## src/sv/sipq_pkg.sv

```systemverilog
// Shared types and constants for the sorted-insert priority queue.
// No dependencies; used by the cell and the top level.
package sipq_pkg;

    localparam int TAG_W    = 16;
    localparam int SCORE_W  = 16;
    localparam int OCC_W    = 7;
    localparam int IN_TDATA_W  = 32;
    localparam int OUT_TDATA_W = 40;
    localparam int OUT_TUSER_W = 3;

    localparam logic KIND_PUSH = 1'b0;
    localparam logic KIND_POP  = 1'b1;

    // Command broadcast to every cell of the row
    typedef struct packed {
        logic             push;
        logic             pop;
        logic [TAG_W-1:0] tag;
    } t_cell_cmd;

endpackage

```

## src/sv/sipq_cell.sv

```systemverilog
// One slot of the sorted row: holds a score, a tag and a valid bit.
// Depends on sipq_pkg; instantiated in a chain by the top level.
module sipq_cell #(
    parameter int SCORE_BITS = 16
) (
    input  logic                         i_clk,
    input  logic                         i_rst_n,
    input  sipq_pkg::t_cell_cmd          i_cmd,
    input  logic signed [SCORE_BITS-1:0] i_new_score,
    input  logic                         i_prev_go,
    input  logic                         i_prev_valid,
    input  logic signed [SCORE_BITS-1:0] i_prev_score,
    input  logic [sipq_pkg::TAG_W-1:0]   i_prev_tag,
    input  logic                         i_next_valid,
    input  logic signed [SCORE_BITS-1:0] i_next_score,
    input  logic [sipq_pkg::TAG_W-1:0]   i_next_tag,
    output logic                         o_go,
    output logic                         o_valid,
    output logic signed [SCORE_BITS-1:0] o_score,
    output logic [sipq_pkg::TAG_W-1:0]   o_tag
);
    import sipq_pkg::*;

    logic                         r_valid;
    logic signed [SCORE_BITS-1:0] r_score;
    logic [TAG_W-1:0]             r_tag;
    logic                         n_valid;
    logic signed [SCORE_BITS-1:0] n_score;
    logic [TAG_W-1:0]             n_tag;

    // Row is kept in descending order; the new entry lands in the first
    // slot that is empty or holds a strictly smaller score
    assign o_go = !r_valid || (r_score < i_new_score);

    always_comb begin
        n_valid = r_valid;
        n_score = r_score;
        n_tag   = r_tag;
        if (i_cmd.push && o_go) begin
            if (i_prev_go) begin
                n_valid = i_prev_valid;
                n_score = i_prev_score;
                n_tag   = i_prev_tag;
            end else begin
                n_valid = 1'b1;
                n_score = i_new_score;
                n_tag   = i_cmd.tag;
            end
        end else if (i_cmd.pop) begin
            // advance towards the head
            n_valid = i_next_valid;
            n_score = i_next_score;
            n_tag   = i_next_tag;
        end
    end

    always_ff @(posedge i_clk) begin
        if (!i_rst_n) begin
            r_valid <= 1'b0;
        end else begin
            r_valid <= n_valid;
        end
        r_score <= n_score;
        r_tag   <= n_tag;
    end

    assign o_valid = r_valid;
    assign o_score = r_score;
    assign o_tag   = r_tag;

endmodule

```

## config.mk

```make
export PLATFORM = sky130hd
export DESIGN_NAME = sipq_cell
export DESIGN_NICKNAME = d
export VERILOG_FILES = /design/src/sv/sipq_pkg.sv /design/src/sv/sipq_cell.sv
export SDC_FILE = /design/constraint.sdc
export NUM_CORES = 1
export LEC_CHECK = 0
export BUFFER_PORTS_ARGS = -buffer_cell sky130_fd_sc_hd__buf_2
export CELL_PAD_IN_SITES_DETAIL_PLACEMENT = 1
export CELL_PAD_IN_SITES_GLOBAL_PLACEMENT = 1
export CORE_MARGIN = 10
export CORE_UTILIZATION = 35
export DETAILED_ROUTE_END_ITERATION = 8
export PLACE_DENSITY = 0.87
export SLEW_MARGIN = 25
export SYNTH_ARGS = -nofsm -noshare
export SYNTH_HDL_FRONTEND = slang
export SYNTH_SLANG_ARGS = --single-unit
```

## constraint.sdc

```tcl
create_clock -name i_clk -period 5.7 [get_ports i_clk]
set_input_delay 1.14 -clock i_clk [delete_from_list [all_inputs] [get_ports i_clk]]
set_output_delay 1.14 -clock i_clk [all_outputs]
set_load 0.02 [all_outputs]
```

==> results.json, run 1 <==
{
  "status": "complete, no violations",
  "critical-path-slowest-cell": "ha_1",
  "drive_above_1_share_pct": 60.75,
  "rrSetupSlack_ps": 2780,
  "cts-htree-levels": 2,
  "dpl_cell_area_um2": 3032,
  "fin_skew_ps": 8.798,
  "reg2reg_depth": 8,
  "syn_avg_cell_area_um2": 12.57,
  "track_usage_pct": 13.64,
  "drv_cap": 0,
  "finish.utilization_pct": 48.67,
  "synth-seq-cells": 33,
  "cp-end-kind": "primary output",
  "synth_cells": 185,
  "yosysTopAreaCell": "edfxtp_1",
  "worst-path-max-fanout": 4,
  "ios": 137,
  "cts_hold_buf": 0,
  "ctsResizeCount": 0,
  "synth_warnings": 0,
  "max_freq_ghz": 0.2520,
  "tns_ps": 0,
  "grt_first_pass_wirelength_um": 11070,
  "start_util_pct": 36.42,
  "finalSetupViolCount": 0,
  "min_path_type": "reg2reg",
  "finalCritPeriodShare_pct": 69.62,
  "root_buffer": "clkbuf_8",
  "required_ps": 4560,
  "wl_um": 7297,
  "clk_path_buf_depth": 2,
  "worstHoldStart": "o_valid",
  "slew_headroom_pct": 40.80,
  "antenna_cells": 0,
  "numCtsBuffers": 5,
  "final_hold_viol_count": 0,
  "grt_pass1_vias": 2346,
  "arrival_ps": 2830,
  "clkTransAtPathRegs_ps": 60,
  "worstPathCellList": "buf_2 -> inv_1 -> ha_1 -> a211o_1 -> o211ai_1 -> o311ai_1 -> a21oi_2 -> nand2_1 -> o211ai_1 -> buf_2",
  "gr-total-overflow": 0,
  "final_common_cell": "buf_2",
  "critPathLaunch": "i_new_score[5]",
  "criticalPathCategory": "in2out",
  "crit_path_start_kind": "primary input",
  "reg2reg_to": "o_score[15]",
  "synth_cell_types": 28,
  "ir_worst_vdd_v": 0.0001088,
  "dieWidth_um": 101.5,
  "cts_tree": "done",
  "syn-cell-area_um2": 2326,
  "die_area_um2": 10310,
  "drtIter0Drc": 54,
  "worst_pin_slew_ps": 888.0,
  "cp-endpoint": "o_go",
  "synthTopCellsByArea": "edfxtp_1, mux2_4, mux2_2",
  "drc": 0,
  "final_cell_mix": "buf_2, edfxtp_1, mux2_4, mux2_2, nand2_1",
  "stdcell_area_um2": 3108,
  "final-max-slew-violation-count": 0,
  "dr_total_vias": 1953,
  "grt_max_degree": 49,
  "critical-path-max-stage-delay_ps": 310,
  "reg2reg_from": "o_score[5]",
  "area_delta_synth_final_pct": 33.62,
  "post_cts.repair.setup_buffers": 0,
  "drtAntennaViolNets": 0,
  "port_buffers": 136,
  "via_per_inst": 4.907,
  "pwr_density_cell_nw_per_um2": 279.3,
  "rsz0062_at_grt": "false",
  "num_rows": 29,
  "worstSkewPairLatency_ps": 280,
  "syn_nets": 303,
  "min_period_ps": 3968,
  "clock-sinks": 33,
  "wl_per_cell_um": 18.33,
  "dr.pass1.iters": 4,
  "core_area_um2": 6386,
  "dp_hpwl_um": 6018,
  "die_h_um": 101.5,
  "antenna_found_initial": 0,
  "nets": 439,
  "place.gp.congestion": 0.7137,
  "ys_seq_area_share_pct": 42.17,
  "yosysTopAreaCellShare_pct": 41.31,
  "leakagePower_nw": 1.560
}
-- through the flow --
stage | setup WS, ps | total power, mW | hold WS, ps | std cells
6_report | 1732 | 0.8680 | 747.4 | 398
5_1_grt | 1602 | 0.9234 | 812.7 | 398
4_1_cts | 1700 | 0.8843 | 764.4 | 398
3_5_place_dp | 1709 | 0.7170 | 754.1 | 391
3_3_place_gp | 1753 | 0.6997 | 739.3 | 391
2_1_floorplan | 2026 | 0.6056 | 757.0 | 185
-- synth_stat cells --
master,number
a2111oi_2,1
a211o_1,2
a21o_1,1
a21oi_1,3
a21oi_2,1
a311oi_1,1
buf_12,3
clkbuf_1,5
dfxtp_1,1
edfxtp_1,32
ha_1,15
inv_1,19
mux2_2,21
mux2_4,28
mux2i_1,1
nand2_1,20
nand2b_1,2
nand4_1,2
nor2_1,1
nor3_1,1
o211a_1,1
o211ai_1,2
o21a_1,2
o21ai_0,16
o21ai_4,1
o21bai_1,1
o311ai_1,1
or2_2,1
-- worst min-delay path by stage --
stage	endpoint	slack (ps)	cells past startpoint
floorplan	o_valid	760	3
global placement	o_valid	740	3
detailed placement	o_valid	750	3
CTS	o_valid	760	3
global route	o_valid	810	3
finish	o_valid	750	3
-- worst max-delay path, delay by kind of cell --
kind | cells | cell delay, ps
AND/OR/NAND/NOR | 1 | 90
buffers and inverters | 3 | 300
AO/OA/AOI/OAI | 5 | 970
adder cells (fa/ha/maj) | 1 | 310
-- state kept, by name (all words and copies together), names as in the netlist --
signal and flops:
o_score 16, o_tag 16, o_valid 1
-- power by group --
group / switching (mW) / total, mW / internal, mW
Combinational: 0.192 / 0.357 / 0.165
Sequential: 0.0178 / 0.346 / 0.328
Clock: 0.0825 / 0.165 / 0.0823
Total: 0.292 / 0.868 / 0.576
-- logic make-up (layout without fill, tap and decap cells) --
group | after synthesis | in the layout | share of synthesized area (%)
simple gates | 27 | 27 | 4.948
flops | 33 | 33 | 42.17
buf+inv | 27 | 163 | 6.455
compound gates | 33 | 33 | 9.683
fa+ha+maj | 15 | 15 | 8.069
mux | 50 | 50 | 28.67
-- routing by layer --
| layer | global-route usage, % | vias to the layer above | share of wire (%) |
|---|---|---|---|
| met2 | 24.95 | 88 | 51 |
| li1 | - | 949 | - |
| met5 | 0 | - | 0 |
| met1 | 12.66 | 909 | 36 |
| met4 | 3.430 | 0 | 0.79 |
| met3 | 7.965 | 7 | 12 |
-- cell type report --
cell class,count,area [um2]
multi-input combinational,125,1195
fill,736,3278
tap,77,96.34
clock inverter,1,3.754
inverter,19,71.32
clock buffer,6,72.57
sequential,33,980.9
timing repair buffer,137,688.2
Power figures use the tool's default switching activity.
==> run 2, diff against run 1 <==
- CORE_UTILIZATION: 35 -> 29
- PLACE_DENSITY: 0.87 -> 0.77
- clock period: 5.7 -> 3.4 ns (I/O delays scaled with it)
==> run 2 against run 1 <==
  * Clock skew fell by 3.5 ps
  * Design area rose by 1.2%
  * Total power rose by 68%
  * Clock-buffer cell count did not move
  * Sequential share of layout area fell by 0.39 points
  * Via count fell by 1.4%
  * Utilization fell by 8.2 points
  * Routed wire length fell by 0.16%
  * Flip-flop and latch count did not move
  * First-iteration DRC count fell by 39%
  * Non-clock buffer count rose by 1
==> results.json, run 2 (synthesis gave the netlist of run 1 again) <==
{
  "final_hold_viol_count": 0,
  "crit_path_start_kind": "primary input",
  "dr_wl_met3_um": 866,
  "root_buffer": "clkbuf_8",
  "finish.utilization_pct": 40.51,
  "grt_max_degree": 49,
  "topRoutingLayerUsed": "met4",
  "gr-total-overflow": 0,
  "worstPathCellList": "buf_2 -> inv_1 -> ha_1 -> a211o_1 -> o211ai_1 -> o311ai_1 -> a21oi_2 -> nand2_1 -> o211ai_1 -> buf_2",
  "antenna_found_initial": 0,
  "worst-path-max-fanout": 4,
  "final_common_cell": "buf_2",
  "ir_worst_vdd_v": 0.0001456,
  "critical-path-slowest-cell": "a21oi_2",
  "final-max-slew-violation-count": 0,
  "drtIter0Drc": 33,
  "min_path_type": "in2reg",
  "ctsResizeCount": 0,
  "max_freq_ghz": 0.3237,
  "criticalPathCategory": "in2out",
  "reg2reg_from": "o_score[5]",
  "numCtsBuffers": 5,
  "seq_area_um2": 980.9,
  "status": "complete, no violations",
  "dr.pass1.iters": 4,
  "worstHoldStart": "i_rst_n",
  "multi_input_area_um2": 1195,
  "grt_pass1_vias": 2319,
  "critPathTopFamily": "compound AO/OA/AOI/OAI gates",
  "reg2reg_depth": 7,
  "routed-wl-met2_um": 3661,
  "post_cts.repair.setup_buffers": 0,
  "cp-end-kind": "primary output",
  "core_area_um2": 7767,
  "antenna_cells": 0,
  "drive_above_1_share_pct": 60.87,
  "cts_tree": "done",
  "worst_pin_slew_ps": 899.7,
  "arrival_ps": 2410,
  "dr_total_vias": 1926,
  "die_h_um": 109.6,
  "rsz0062_at_grt": "false",
  "drv_cap": 0,
  "track_usage_pct": 11.52,
  "ios": 137,
  "dieWidth_um": 109.6,
  "nets": 440,
  "area_delta_synth_final_pct": 35.29,
  "tns_ps": 0,
  "cp.depth": 10,
  "worstSkewPairLatency_ps": 270,
  "port_buffers": 136,
  "clkTransAtPathRegs_ps": 70,
  "pwr_density_cell_nw_per_um2": 462.0,
  "place.gp.congestion": 0.7745,
  "finalPower_mw": 1.454,
  "critical_path_buf_inv_count": 3,
  "clk_path_buf_depth": 2,
  "grt_first_pass_wirelength_um": 10890,
  "fin_skew_ps": 5.318,
  "drc": 0,
  "clock-sinks": 33,
  "num_rows": 32,
  "die_area_um2": 12000,
  "wl_um": 7285,
  "dp_hpwl_um": 6003,
  "wl_met1_um": 2701,
  "leakagePower_nw": 1.565,
  "final_cell_mix": "buf_2, edfxtp_1, mux2_4, mux2_2, nand2_1",
  "start_util_pct": 29.95,
  "required_ps": 2720,
  "via_per_inst": 4.542,
  "finalSetupViolCount": 0,
  "cts-htree-levels": 2,
  "fillers": 921,
  "min_period_ps": 3089,
  "reg2reg_to": "o_tag[4]",
  "finalCritPeriodShare_pct": 90.85,
  "wl_per_cell_um": 17.18,
  "drtAntennaViolNets": 0,
  "rrSetupSlack_ps": 590,
  "cts_hold_buf": 0,
  "critical-path-max-stage-delay_ps": 310,
  "holdPathEnd": "o_valid",
  "slew_headroom_pct": 40.02,
  "min_delay_path_depth": 3
}
-- run 2: cell count changes in the layout (fill, tap and decap cells not counted) --
cell   before  now
buf_4       1    2
-- run 2: power breakdown --
part / internal (mW) / switching [mW]
registers: 0.550 / 0.0297
clock network: 0.138 / 0.138
logic: 0.277 / 0.321
total: 0.966 / 0.488
-- run 2: per-layer routing --
layer,up-vias,track usage [%]
met1,893,11.17
met3,4,6.144
met5,-,0
li1,947,-
met4,0,2.602
met2,82,21.12
-- run 2: layout make-up --
| type | instances | share of cell area [%] |
|---|---|---|
| sequential | 33 | 31.17 |
| tap | 102 | 4.056 |
| multi-input combinational | 125 | 37.97 |
| inverter | 19 | 2.266 |
| timing repair buffer | 138 | 22.11 |
| clock buffer | 6 | 2.306 |
| clock inverter | 1 | 0.1193 |
-- run 2: through the flow --
stage / hold slack, ps / instance area, um2 / setup WS, ps / cells
2_1_floorplan: 757.0 / 2326 / 348.9 / 185
3_3_place_gp: 732.2 / 3070 / 225.8 / 417
3_5_place_dp: 737.7 / 3070 / 148.6 / 417
4_1_cts: 619.5 / 3147 / 300.9 / 424
5_1_grt: 635.8 / 3147 / 127.6 / 424
6_report: 631.9 / 3147 / 311.1 / 424
-- run 2: worst max-delay path by stage --
stage,to,slack [ps],startpoint
global placement,o_tag[12],230,i_new_score[5]
finish,o_go,310,i_new_score[5]
detailed placement,o_tag[5],150,i_new_score[5]
CTS,o_go,300,i_new_score[5]
global route,o_go,130,i_new_score[5]
floorplan,o_score[0],350,i_new_score[5]
-- run 2: tightest hold or removal path: stages --
cell and delay, ps:
buf_2 100, inv_1 50, a311oi_1 40
